$ cat config.mk
export PLATFORM = sky130hd
export DESIGN_NAME = lru_key_value_cache_top
export DESIGN_NICKNAME = d
export VERILOG_FILES = /design/src/rtl/lkvc_pkg.sv /design/src/rtl/lkvc_ctrl.sv /design/src/rtl/lkvc_dp.sv /design/src/rtl/lru_key_value_cache_top.sv
export SDC_FILE = /design/constraint.sdc
export NUM_CORES = 2
export LEC_CHECK = 0
export BUFFER_PORTS_ARGS = -buffer_cell sky130_fd_sc_hd__buf_4
export CORE_MARGIN = 10
export CORE_UTILIZATION = 60
export DETAILED_ROUTE_END_ITERATION = 16
export PLACE_DENSITY = 0.8
export SLEW_MARGIN = 20
export SYNTH_ARGS = -nofsm -noshare
export SYNTH_HDL_FRONTEND = slang
export SYNTH_HIERARCHICAL = 1
export SYNTH_SLANG_ARGS = --single-unit
$ cat constraint.sdc
create_clock -name clk -period 6.07 [get_ports clk]
set_input_delay 1.214 -clock clk [delete_from_list [all_inputs] [get_ports clk]]
set_output_delay 1.214 -clock clk [all_outputs]
set_load 0.01 [all_outputs]
$ cat src/rtl/lkvc_pkg.sv
// Shared types and constants for the LRU key/value cache.
package lkvc_pkg;

  localparam int KEY_W        = 32;
  localparam int VAL_W        = 32;
  localparam int CFG_W        = 5;
  localparam int CAPACITY_DEF = 16;
  localparam int APB_AW       = 3;
  localparam int APB_DW       = 32;

  localparam logic [APB_AW-1:0] REG_CAPACITY_ADDR  = 3'd0;
  localparam logic [CFG_W-1:0]  CAPACITY_RST_VALUE = 5'd16;

  localparam logic OP_GET = 1'b0;
  localparam logic OP_PUT = 1'b1;

  typedef struct packed {
    logic                    operation;
    logic signed [KEY_W-1:0] key;
    logic signed [VAL_W-1:0] value;
  } in_req_t;

  typedef struct packed {
    logic                    found;
    logic signed [VAL_W-1:0] read_value;
  } out_rsp_t;

  typedef struct packed {
    logic load;
    logic capture;
    logic commit;
  } cmd_t;

  typedef struct packed {
    logic req_get;
    logic out_blocked;
  } status_t;

endpackage

$ cat src/rtl/lkvc_ctrl.sv
// Request sequencer: idle, lookup and update states.
module lkvc_ctrl (
  input  logic              clk,
  input  logic              rst_n,
  input  logic              in_valid,
  output logic              in_ready,
  input  lkvc_pkg::status_t st,
  output lkvc_pkg::cmd_t    cmd
);
  import lkvc_pkg::*;

  localparam logic [1:0] ST_IDLE = 2'd0;
  localparam logic [1:0] ST_LOOK = 2'd1;
  localparam logic [1:0] ST_UPD  = 2'd2;

  logic [1:0] state_r;
  logic [1:0] state_nxt;
  logic       upd_done;
  logic       accept;

  assign upd_done = (state_r == ST_UPD) && !(st.req_get && st.out_blocked);
  assign in_ready = (state_r == ST_IDLE) || upd_done;
  assign accept   = in_valid && in_ready;

  assign cmd.load    = accept;
  assign cmd.capture = (state_r == ST_LOOK);
  assign cmd.commit  = upd_done;

  always_comb begin
    state_nxt = state_r;
    unique case (state_r)
      ST_IDLE: begin
        if (accept) state_nxt = ST_LOOK;
      end
      ST_LOOK: begin
        state_nxt = ST_UPD;
      end
      ST_UPD: begin
        if (upd_done) state_nxt = accept ? ST_LOOK : ST_IDLE;
      end
      default: begin
        state_nxt = ST_IDLE;
      end
    endcase
  end

  always_ff @(posedge clk) begin
    if (!rst_n) begin
      state_r <= ST_IDLE;
    end else begin
      state_r <= state_nxt;
    end
  end

endmodule

$ cat src/rtl/lkvc_dp.sv
// Datapath: entry rows, value memory, recency ranks and result register.
module lkvc_dp #(
  parameter int CAPACITY = lkvc_pkg::CAPACITY_DEF
) (
  input  logic                       clk,
  input  logic                       rst_n,
  input  lkvc_pkg::in_req_t          in_data,
  input  lkvc_pkg::cmd_t             cmd,
  output lkvc_pkg::status_t          st,
  input  logic [lkvc_pkg::CFG_W-1:0] cap_cfg,
  input  logic                       out_ready,
  output logic                       out_valid,
  output lkvc_pkg::out_rsp_t         out_data
);
  import lkvc_pkg::*;

  localparam int RW = (CAPACITY > 1) ? $clog2(CAPACITY) : 1;
  localparam int CW = $clog2(CAPACITY + 1);
  localparam int EW = (CW > CFG_W) ? CW : CFG_W;

  in_req_t              req_r;
  logic [CAPACITY-1:0]  valid_r;
  logic [CAPACITY-1:0]  valid_nxt;
  logic [KEY_W-1:0]     key_r    [CAPACITY];
  logic [RW-1:0]        rank_r   [CAPACITY];
  logic [RW-1:0]        rank_nxt [CAPACITY];
  logic [CW-1:0]        count_r;
  logic [CW-1:0]        count_nxt;
  logic [VAL_W-1:0]     val_mem  [CAPACITY];
  logic [VAL_W-1:0]     rd_data_r;

  logic [CAPACITY-1:0]  match_oh;
  logic [CAPACITY-1:0]  victim_oh;
  logic [CAPACITY-1:0]  free_oh;
  logic [CAPACITY-1:0]  tgt_oh;
  logic [RW-1:0]        hit_idx;
  logic [RW-1:0]        hit_rank;
  logic [RW-1:0]        lru_rank;
  logic [EW-1:0]        cap_ext;
  logic [EW-1:0]        eff_cap;
  logic                 hit;
  logic                 evict;

  logic                 hit_r;
  logic                 evict_r;
  logic [CAPACITY-1:0]  tgt_oh_r;
  logic [RW-1:0]        tgt_idx_r;
  logic [RW-1:0]        tgt_idx;
  logic [RW-1:0]        hit_rank_r;
  logic                 is_put;

  logic                 out_valid_r;
  out_rsp_t             out_data_r;

  assign is_put   = (req_r.operation == OP_PUT);
  assign lru_rank = RW'(count_r - CW'(1));
  assign free_oh  = ~valid_r & (valid_r + CAPACITY'(1));

  always_comb begin
    hit_idx  = '0;
    hit_rank = '0;
    tgt_idx  = '0;
    for (int i = 0; i < CAPACITY; i++) begin
      match_oh[i]  = valid_r[i] && (key_r[i] == req_r.key);
      victim_oh[i] = valid_r[i] && (rank_r[i] == lru_rank);
      if (match_oh[i]) begin
        hit_idx  = hit_idx | RW'(i);
        hit_rank = hit_rank | rank_r[i];
      end
    end
    hit = |match_oh;
    cap_ext = EW'(cap_cfg);
    if (cap_ext == '0) begin
      eff_cap = EW'(1);
    end else if (cap_ext > EW'(CAPACITY)) begin
      eff_cap = EW'(CAPACITY);
    end else begin
      eff_cap = cap_ext;
    end
    evict = (EW'(count_r) >= eff_cap);
    if (hit) begin
      tgt_oh = match_oh;
    end else if (evict) begin
      tgt_oh = victim_oh;
    end else begin
      tgt_oh = free_oh;
    end
    for (int i = 0; i < CAPACITY; i++) begin
      if (tgt_oh[i]) tgt_idx = tgt_idx | RW'(i);
    end
  end

  // Latch the request, capture lookup outcome and read the hit entry's value.
  always_ff @(posedge clk) begin
    if (cmd.load) req_r <= in_data;
    if (cmd.capture) begin
      hit_r      <= hit;
      evict_r    <= evict;
      tgt_oh_r   <= tgt_oh;
      tgt_idx_r  <= tgt_idx;
      hit_rank_r <= hit_rank;
      rd_data_r  <= val_mem[hit_idx];
    end
  end

  always_ff @(posedge clk) begin
    if (cmd.commit && is_put) val_mem[tgt_idx_r] <= req_r.value;
  end

  always_comb begin
    valid_nxt = valid_r;
    count_nxt = count_r;
    for (int i = 0; i < CAPACITY; i++) begin
      rank_nxt[i] = rank_r[i];
    end
    if (cmd.commit) begin
      if (hit_r) begin
        for (int i = 0; i < CAPACITY; i++) begin
          if (tgt_oh_r[i]) begin
            rank_nxt[i] = '0;
          end else if (valid_r[i] && (rank_r[i] < hit_rank_r)) begin
            rank_nxt[i] = rank_r[i] + RW'(1);
          end
        end
      end else if (is_put) begin
        for (int i = 0; i < CAPACITY; i++) begin
          if (tgt_oh_r[i]) begin
            valid_nxt[i] = 1'b1;
            rank_nxt[i]  = '0;
          end else if (valid_r[i]) begin
            rank_nxt[i] = rank_r[i] + RW'(1);
          end
        end
        if (!evict_r) count_nxt = count_r + CW'(1);
      end
    end
  end

  always_ff @(posedge clk) begin
    if (!rst_n) begin
      valid_r <= '0;
      count_r <= '0;
      for (int i = 0; i < CAPACITY; i++) begin
        rank_r[i] <= '0;
      end
    end else begin
      valid_r <= valid_nxt;
      count_r <= count_nxt;
      for (int i = 0; i < CAPACITY; i++) begin
        rank_r[i] <= rank_nxt[i];
      end
    end
  end

  always_ff @(posedge clk) begin
    for (int i = 0; i < CAPACITY; i++) begin
      if (cmd.commit && is_put && !hit_r && tgt_oh_r[i]) key_r[i] <= req_r.key;
    end
  end

  // Hold the result until taken.
  always_ff @(posedge clk) begin
    if (!rst_n) begin
      out_valid_r <= 1'b0;
    end else if (cmd.commit && !is_put) begin
      out_valid_r <= 1'b1;
    end else if (out_ready) begin
      out_valid_r <= 1'b0;
    end
  end

  always_ff @(posedge clk) begin
    if (cmd.commit && !is_put) begin
      out_data_r.found      <= hit_r;
      out_data_r.read_value <= hit_r ? rd_data_r : '1;
    end
  end

  assign st.req_get     = !is_put;
  assign st.out_blocked = out_valid_r && !out_ready;
  assign out_valid      = out_valid_r;
  assign out_data       = out_data_r;

endmodule

$ cat src/rtl/lru_key_value_cache_top.sv
// Top level of the LRU key/value cache with its configuration register.
// Fully associative store of CAPACITY key/value pairs with least-recently-used
// replacement. Each request passes a lookup cycle, which compares the key
// against every entry in parallel and picks the hit, free or victim entry,
// and an update cycle, which rewrites the recency ranks on a hit or a put and,
// for a put, writes the value memory. A new request can be taken in the update
// cycle as well as when idle; a get waits in the update cycle while the previous
// result still sits unaccepted in the output register. A get's result is
// registered at the end of its update cycle and appears in the cycle after. The
// store is empty right after reset; no clearing pass is needed.
module lru_key_value_cache_top #(
  parameter int CAPACITY = lkvc_pkg::CAPACITY_DEF
) (
  input  logic                        clk,
  input  logic                        rst_n,
  input  logic                        in_valid,
  output logic                        in_ready,
  input  lkvc_pkg::in_req_t           in_data,
  output logic                        out_valid,
  input  logic                        out_ready,
  output lkvc_pkg::out_rsp_t          out_data,
  input  logic                        psel,
  input  logic                        penable,
  input  logic                        pwrite,
  input  logic [lkvc_pkg::APB_AW-1:0] paddr,
  input  logic [lkvc_pkg::APB_DW-1:0] pwdata,
  output logic [lkvc_pkg::APB_DW-1:0] prdata,
  output logic                        pready
);
  import lkvc_pkg::*;

  cmd_t             cmd;
  status_t          st;
  logic [CFG_W-1:0] cap_r;
  logic             cap_sel;

  assign pready  = 1'b1;
  assign cap_sel = (paddr == REG_CAPACITY_ADDR);
  assign prdata  = cap_sel ? APB_DW'(cap_r) : '0;

  always_ff @(posedge clk) begin
    if (!rst_n) begin
      cap_r <= CAPACITY_RST_VALUE;
    end else if (psel && penable && pwrite && pready && cap_sel) begin
      cap_r <= pwdata[CFG_W-1:0];
    end
  end

  lkvc_ctrl u_ctrl (
    .clk      (clk),
    .rst_n    (rst_n),
    .in_valid (in_valid),
    .in_ready (in_ready),
    .st       (st),
    .cmd      (cmd)
  );

  lkvc_dp #(
    .CAPACITY (CAPACITY)
  ) u_dp (
    .clk       (clk),
    .rst_n     (rst_n),
    .in_data   (in_data),
    .cmd       (cmd),
    .st        (st),
    .cap_cfg   (cap_r),
    .out_ready (out_ready),
    .out_valid (out_valid),
    .out_data  (out_data)
  );

endmodule

# Word level (Yosys, flattened, before mapping)
# Memory sizes are Yosys's and may differ from the RTL's. A register that Yosys moved wholly into a read port is not among the register bits.
# Cells that the tools add are included.
# totals
mem_count	3
mem_bits_rw	1088
register_bits	153
wordCells	423
output_inout_bits	68
# mem_list
name	words	word_bits	read_ports	rd_clocked_by_memory_dff	wr	line	rtl
u_dp.key_r	16	32	16	0	16	lkvc_dp.sv:24	logic [KEY_W-1:0] key_r [CAPACITY];
u_dp.val_mem	16	32	1	1	1	lkvc_dp.sv:29	logic [VAL_W-1:0] val_mem [CAPACITY];
u_dp.rank_r	16	4	16	0	16	lkvc_dp.sv:25	logic [RW-1:0] rank_r [CAPACITY];
# op_classes
n_bitwise	35
n_mux	174
addsub	19
eq_ne	36
n_lt_le_gt_ge	18
n_reduce_logical	105
# ops
cell	count
equality test 32 bit	16
2-to-1 mux 4 bit	110
2-to-1 mux 64 bit	3
logical AND 1 bit	74
AND reduction 4 bit	17
adder 4 x 1 -> 4 bit, second input constant	16
equality test 4 bit	16
less-than comparator 4 bit	16
bitwise OR 4 bit	15
2-to-1 mux 1 bit	41
2-to-1 mux 16 bit	2
2-to-1 mux 3 bit	8
adder 16 x 1 -> 16 bit, second input constant	1
bitwise AND 16 bit	1
inverter 16 bit	1
bitwise OR 1 bit	16
OR reduction 16 bit	1
2-to-1 mux 5 bit	3
2-to-1 mux 2 bit	6
OR reduction 8 bit	1
case mux 2 bit (3 select lines)	1
adder 5 x 1 -> 5 bit, second input constant	1
greater-or-equal comparator 5 bit	1
greater-than comparator 5 bit, second input constant	1
other kinds (14)	19

# Depth between registers and ports, before layout
# An unclocked memory read counts as a cell.
# logic_depth
word_depth	34
depth_mapped	15

# Hierarchy
# Netlist, hierarchy kept.
# modules_own_cells
mod	instances	area_per_inst_um2	cells_each	seq_area_each_um2
lkvc_dp	1	53905.4	3394	37155.6
lru_key_value_cache_top	1	485.5	58	100.1
lkvc_ctrl	1	127.6	14	40.0

# Worst setup path after synthesis
# Ideal clock, no wire load.
# synth_timing
kind	input port to flip-flop
start	in out_ready
end	mem u_dp.val_mem[0][0], enable pin
slack_ps	1427
path_buffers	1
required_ps	5609
arrival_ps	4182
setup_time_ps	461
stages	6
cell_sequence	nor2b_1 a21oi_1 buf_4 nand2_1 or3_1 nor3_1
# synth_between
elab_chain_len	8
# synth_rtl
element	line	rtl
start, declared	lru_key_value_cache_top.sv:20	input logic out_ready,
logical NOT 1 bit	lkvc_dp.sv:180	assign st.out_blocked = out_valid_r && !out_ready;
logical AND 1 bit	lkvc_dp.sv:180	
logical AND 1 bit	lkvc_ctrl.sv:21	assign upd_done = (state_r == ST_UPD) && !(st.req_get && st.out_blocked);
logical NOT 1 bit	lkvc_ctrl.sv:21	
logical AND 1 bit	lkvc_ctrl.sv:21	
named net u_ctrl.upd_done	lkvc_ctrl.sv:18	logic upd_done;
logical AND 1 bit	lkvc_dp.sv:107	if (cmd.commit && is_put) val_mem[tgt_idx_r] <= req_r.value;
2-to-1 mux 1 bit	lkvc_dp.sv:107	
2-to-1 mux 1 bit (not written as such)	lkvc_dp.sv:107	
end, declared	lkvc_dp.sv:29	
# The timed path passes the listed nets, and every way through them passes these cells.

# Worst setup path in the final report
# layout_timing
start	reg u_dp/req_r[44] in the netlist's numbering
end	reg u_dp.rd_data_r[31] (read register of u_dp.val_mem) (data pin)
# layout_between
elab_chain_len	17
elab_cells_between_ends	45
classes_between	eq/ne (15); mux (15); reduce/logical (15)
# layout_rtl
element	line	rtl
start, declared	lkvc_dp.sv:21	in_req_t req_r;
start signal, assigned	lkvc_dp.sv:95	if (cmd.load) req_r <= in_data;
equality test 32 bit	lkvc_dp.sv:64	match_oh[i] = valid_r[i] && (key_r[i] == req_r.key);
logical AND 1 bit	lkvc_dp.sv:64	
2-to-1 mux 1 bit	lkvc_dp.sv:66	if (match_oh[i]) begin
2-to-1 mux 2 bit (2 in a row)	lkvc_dp.sv:66	
2-to-1 mux 3 bit (4 in a row)	lkvc_dp.sv:66	
2-to-1 mux 4 bit (7 in a row)	lkvc_dp.sv:66	
2-to-1 mux 4 bit (*)	lkvc_dp.sv:66	
end, declared	lkvc_dp.sv:30	logic [VAL_W-1:0] rd_data_r;
# Every way passes the cells marked *; elsewhere a longest branch is shown, timed or not.
# A chain may end at the register's enable or synchronous reset.

==> tab_implementation.tex <==
\begin{tabular}{lr}
\hline
Metric & Value \\
\hline
\multicolumn{2}{l}{\textbf{Setup path}} \\
R2r endpoint & u\_dp/rd\_data\_r[31]\$\_DFFE\_PP\_ \\
Category of the most critical setup path & reg2reg \\
Worst reg-to-reg path cell count & 12 \\
Nature of the critical path endpoint & register \\
Endpoint arrival time on the critical path & between 5 and 6 ns \\
Critical R2R Launch & u\_dp/req\_r[44]\$\_DFFE\_PP\_ \\
Max Fanout on Critical Path & 36 \\
Crit start category & register \\
Internal reg-to-reg setup slack & between 1 and 1.5 ns \\
Data required time at the worst endpoint & 6.48 ns \\
\multicolumn{2}{l}{\textbf{STA}} \\
Worst-margin pin slew & between 1 and 1.5 ns \\
Number of pins with negative max-slew slack in the final report & 0 \\
Worst clock skew on the final layout & 0.0340 ns \\
Achievable Freq & approximately 0.21 GHz \\
Share of the clock period used by the worst path after layout & 78.4\% \\
Fin. Hold Viols & 0 \\
Setup TNS Final & 0 ns \\
Post-layout minimum cycle time & approximately 4.8 ns \\
RSZ-0062 raised after global routing & false \\
Setup violations, final & 0 \\
Worst slew slack as a fraction of its limit & roughly 27\% \\
\multicolumn{2}{l}{\textbf{Clock tree}} \\
CTS hold repair buffers & 0 \\
Clock tree from TritonCTS & yes \\
Total clock buffers created by CTS & around 120 \\
Buffers inserted during post-CTS setup optimization & 0 \\
Gates resized, CTS repair & 0 \\
Clk root buf & sky130\_fd\_sc\_hd\_\_clkbuf\_16 \\
Clock latency on the worst-skew pair & between 0.7 and 0.8 ns \\
Clock transition at path regs & about 0.06 ns \\
Clock sink count & approximately 1.3k \\
Number of H-tree levels & 3 \\
Maximum clock path buffer count & 3 \\
\multicolumn{2}{l}{\textbf{Floorplanning}} \\
Placeable core area & $\sim$90000 sq um \\
Starting density of the core & between 60\% and 70\% \\
Chip width & 321 um \\
Site row count & 110 \\
I/O pins & around 180 \\
Floorplan die height & approximately 320 um \\
Die Footprint & $\sim$100000 sq um \\
\multicolumn{2}{l}{\textbf{Cells and area}} \\
Area delta synth->final & 11.2\% \\
Share of cells above drive strength 1 & 12.8\% \\
Final nets & $\sim$3.8k \\
Filler cells & 5780 \\
Post-Route Utilization & about two thirds \\
Number of antenna cells inserted & 0 \\
Post-route cell area & approximately 60000 sq um \\
\multicolumn{2}{l}{\textbf{Drt}} \\
Post-DR wirelength/cell & $\sim$24 um \\
Pre-Repair DR Iteration Count & 6 \\
Residual DRC & 0 \\
Via density per instance & between 6 and 7 \\
Vias & $\sim$30k \\
Antenna Violating Nets Remaining & 0 \\
Routed WL & 120000 um \\
Drt first-iter violations & 3193 \\
\multicolumn{2}{l}{\textbf{Global routing}} \\
Global-route usage over all layers & between 20 and 25\% \\
Antenna violations before repair & 1 \\
Residual overflow from global routing & 0 \\
Maximum number of pins on one net before global-route repair & 84 \\
Number of global-route vias before repair & $\sim$30k \\
Wire length of the first global-routing pass & $\sim$180000 um \\
\multicolumn{2}{l}{\textbf{Logic synthesis}} \\
Post-synth EDFFs & 1180 \\
Total of warnings raised by yosys & 6 \\
Mean instance size in the synthesized netlist & 15.7 sq um \\
Summed instance area of the synthesized netlist & between 50000 and 60000 sq um \\
Fraction of synthesis flops using an asynchronous set or reset pin & 0\% \\
Most used flip-flop cell after synthesis & sky130\_fd\_sc\_hd\_\_edfxtp\_1 \\
Number of synthesized register bits & around 1.3k \\
Count of different cell masters after synthesis & 73 \\
Synthesized netlist cell count & about 3.5k \\
Proportion of synthesized chip area in sequential cells & between 60\% and 70\% \\
\multicolumn{2}{l}{\textbf{Hold path}} \\
Hold Path Class & reg2reg \\
Instance count along the most critical hold path & 2 \\
Launch point of the worst hold path & cap\_r[0]\$\_SDFFE\_PN0P\_ \\
End point of the most critical hold path & cap\_r[0]\$\_SDFFE\_PN0P\_ \\
\multicolumn{2}{l}{\textbf{Place}} \\
Count of input and output buffers & between 100 and 150 \\
Final estimated routing congestion in global placement & 0.883 \\
Post-place instance area & around 57000 sq um \\
Sum of net half-perimeters after detailed placement & 70200 um \\
\multicolumn{2}{l}{\textbf{Run status}} \\
Status & finished clean \\
\multicolumn{2}{l}{\textbf{Power}} \\
Total leakage power & 22.4 nW \\
Peak supply drop & 0.273 mV \\
Power per Cell Area & about 300 nW/um\^{}2 \\
\multicolumn{2}{l}{\textbf{Run}} \\
Number of max-capacitance violations reported & 0 \\
\hline
\end{tabular}
==> worst max-delay path, stage by stage (launching register included) <==
cell	delay, ns
sky130_fd_sc_hd__edfxtp_1	1.05
sky130_fd_sc_hd__buf_4	0.36
sky130_fd_sc_hd__xor2_1	0.19
sky130_fd_sc_hd__nor4_1	0.08
sky130_fd_sc_hd__nand3_1	0.11
sky130_fd_sc_hd__nor3_2	0.12
sky130_fd_sc_hd__or4_1	0.60
sky130_fd_sc_hd__nor2_4	0.50
sky130_fd_sc_hd__buf_4	0.60
sky130_fd_sc_hd__mux2i_1	0.31
sky130_fd_sc_hd__mux2_2	0.20
sky130_fd_sc_hd__a2bb2oi_1	0.17
sky130_fd_sc_hd__o221ai_1	0.12
==> report_power, final <==
| part | leakage [nW] | total [mW] | switching, mW | internal [mW] |
|---|---|---|---|---|
| clock | 1.97 | 7.58 | 3.19 | 4.39 |
| sequential | 11.4 | 9.77 | 0.113 | 9.66 |
| combinational | 9.02 | 0.550 | 0.352 | 0.198 |
| total | 22.4 | 17.9 | 3.65 | 14.2 |
==> cell type report <==
type | instances | area, sq um | share of cell area [%]
multi-input combinational | 2008 | 15900 | 26.1
clock inverter | 69 | 779 | 1.29
sequential | 1273 | 37300 | 61.5
inverter | 24 | 90.1 | 0.149
tap | 1176 | 1470 | 2.43
timing repair buffer | 231 | 1880 | 3.10
clock buffer | 157 | 3270 | 5.39
==> cell usage after synthesis, types with 70 or more instances <==
cell / count / area share, %
sky130_fd_sc_hd__buf_4: 70 / 0.96
sky130_fd_sc_hd__dfxtp_1: 93 / 3.4
sky130_fd_sc_hd__edfxtp_1: 1180 / 65
sky130_fd_sc_hd__ha_1: 71 / 1.6
sky130_fd_sc_hd__mux2_1: 80 / 1.7
sky130_fd_sc_hd__mux2i_1: 246 / 4.5
sky130_fd_sc_hd__nand2_1: 143 / 0.98
sky130_fd_sc_hd__nand4_1: 76 / 0.87
sky130_fd_sc_hd__nor2b_1: 70 / 0.80
sky130_fd_sc_hd__nor4_1: 97 / 1.1
sky130_fd_sc_hd__o21ai_0: 77 / 0.71
sky130_fd_sc_hd__xnor2_1: 158 / 2.5
sky130_fd_sc_hd__xor2_1: 449 / 7.2
==> stage by stage <==
stage	std cells	hold slack (ns)	setup WS (ns)	power (mW)
2_1_floorplan	3492	0.447	1.43	10.3
3_3_place_gp	4710	0.468	1.46	10.5
3_5_place_dp	4710	0.485	1.36	10.5
4_1_cts	4936	0.493	1.33	18.0
5_1_grt	4938	0.520	1.19	18.4
6_report	4938	0.489	1.31	17.9
==> metal layers <==
metal	GRT usage (%)	vias to the layer above	part of all wire, %
li1	-	13332	-
met4	7.11	2	2.5
met3	3.56	236	8.2
met1	31.2	14967	41
met5	0	-	0.011
met2	37.9	1330	48
==> cell families (layout without fill, tap and decap cells) <==
group / after synthesis / in the layout / synth area share (%)
buffers and inverters: 211 / 481 / 2.97
muxes: 342 / 342 / 6.50
other: 2 / 28 / 0.0138
xor gates and xnor gates: 608 / 608 / 9.78
and+or+nand+nor: 656 / 656 / 6.86
adders and majority gates: 71 / 71 / 1.63
DFF: 1273 / 1273 / 68.4
AOI/OAI and AO/OA: 303 / 303 / 3.84
==> how the worst max path moves through the flow <==
| stage | startpoint | end | slack [ns] | cells after the start |
|---|---|---|---|---|
| 2_1_floorplan | out_ready | u_dp/val_mem[0][0]$_DFFE_PP_ | 1.43 | 6 |
| 3_3_place_gp | u_dp/req_r[35]$_DFFE_PP_ | u_dp/rd_data_r[31]$_DFFE_PP_ | 1.46 | 12 |
| 3_5_place_dp | u_dp/req_r[35]$_DFFE_PP_ | u_dp/rd_data_r[22]$_DFFE_PP_ | 1.36 | 11 |
| 4_1_cts | u_dp/req_r[35]$_DFFE_PP_ | u_dp/rd_data_r[31]$_DFFE_PP_ | 1.33 | 12 |
| 5_1_grt | u_dp/req_r[35]$_DFFE_PP_ | u_dp/rd_data_r[22]$_DFFE_PP_ | 1.19 | 11 |
| 6_report | u_dp/req_r[44]$_DFFE_PP_ | u_dp/rd_data_r[31]$_DFFE_PP_ | 1.31 | 12 |
==> sequential cells by signal, indices dropped and copies added (netlist names), 2 cells and up <==
| register | flops |
|---|---|
| u_dp/valid_r | 16 |
| u_dp/key_r | 512 |
| cap_r | 5 |
| u_dp/count_r | 5 |
| u_dp/hit_rank_r | 4 |
| u_dp/tgt_oh_r | 16 |
| u_dp/val_mem | 512 |
| u_dp/rd_data_r | 32 |
| u_dp/rank_r | 64 |
| u_ctrl/state_r | 2 |
| u_dp/tgt_idx_r | 4 |
| u_dp/out_data | 33 |
| u_dp/req_r | 64 |
==> layout by cell type (no fill, tap or decap), types with 30 or more instances in the layout <==
cell type                   Yosys  routed
sky130_fd_sc_hd__edfxtp_1    1180    1180
sky130_fd_sc_hd__xor2_1       449     448
sky130_fd_sc_hd__mux2i_1      246     246
sky130_fd_sc_hd__buf_4         70     220
sky130_fd_sc_hd__xnor2_1      158     158
sky130_fd_sc_hd__nand2_1      143     141
sky130_fd_sc_hd__clkbuf_16      0     123
sky130_fd_sc_hd__nor4_1        97      97
sky130_fd_sc_hd__dfxtp_1       93      93
sky130_fd_sc_hd__mux2_1        80      80
sky130_fd_sc_hd__o21ai_0       77      77
sky130_fd_sc_hd__nand4_1       76      76
sky130_fd_sc_hd__ha_1          71      71
sky130_fd_sc_hd__nor2b_1       70      69
sky130_fd_sc_hd__nand2b_1      55      55
sky130_fd_sc_hd__nor2_1        55      43
sky130_fd_sc_hd__nor3_1        47      42
sky130_fd_sc_hd__a21oi_1       42      41
sky130_fd_sc_hd__o221ai_1      32      32
sky130_fd_sc_hd__a2bb2oi_1     31      31
sky130_fd_sc_hd__nand3_1       30      30
No activity file was read; power rests on OpenSTA's default activity.
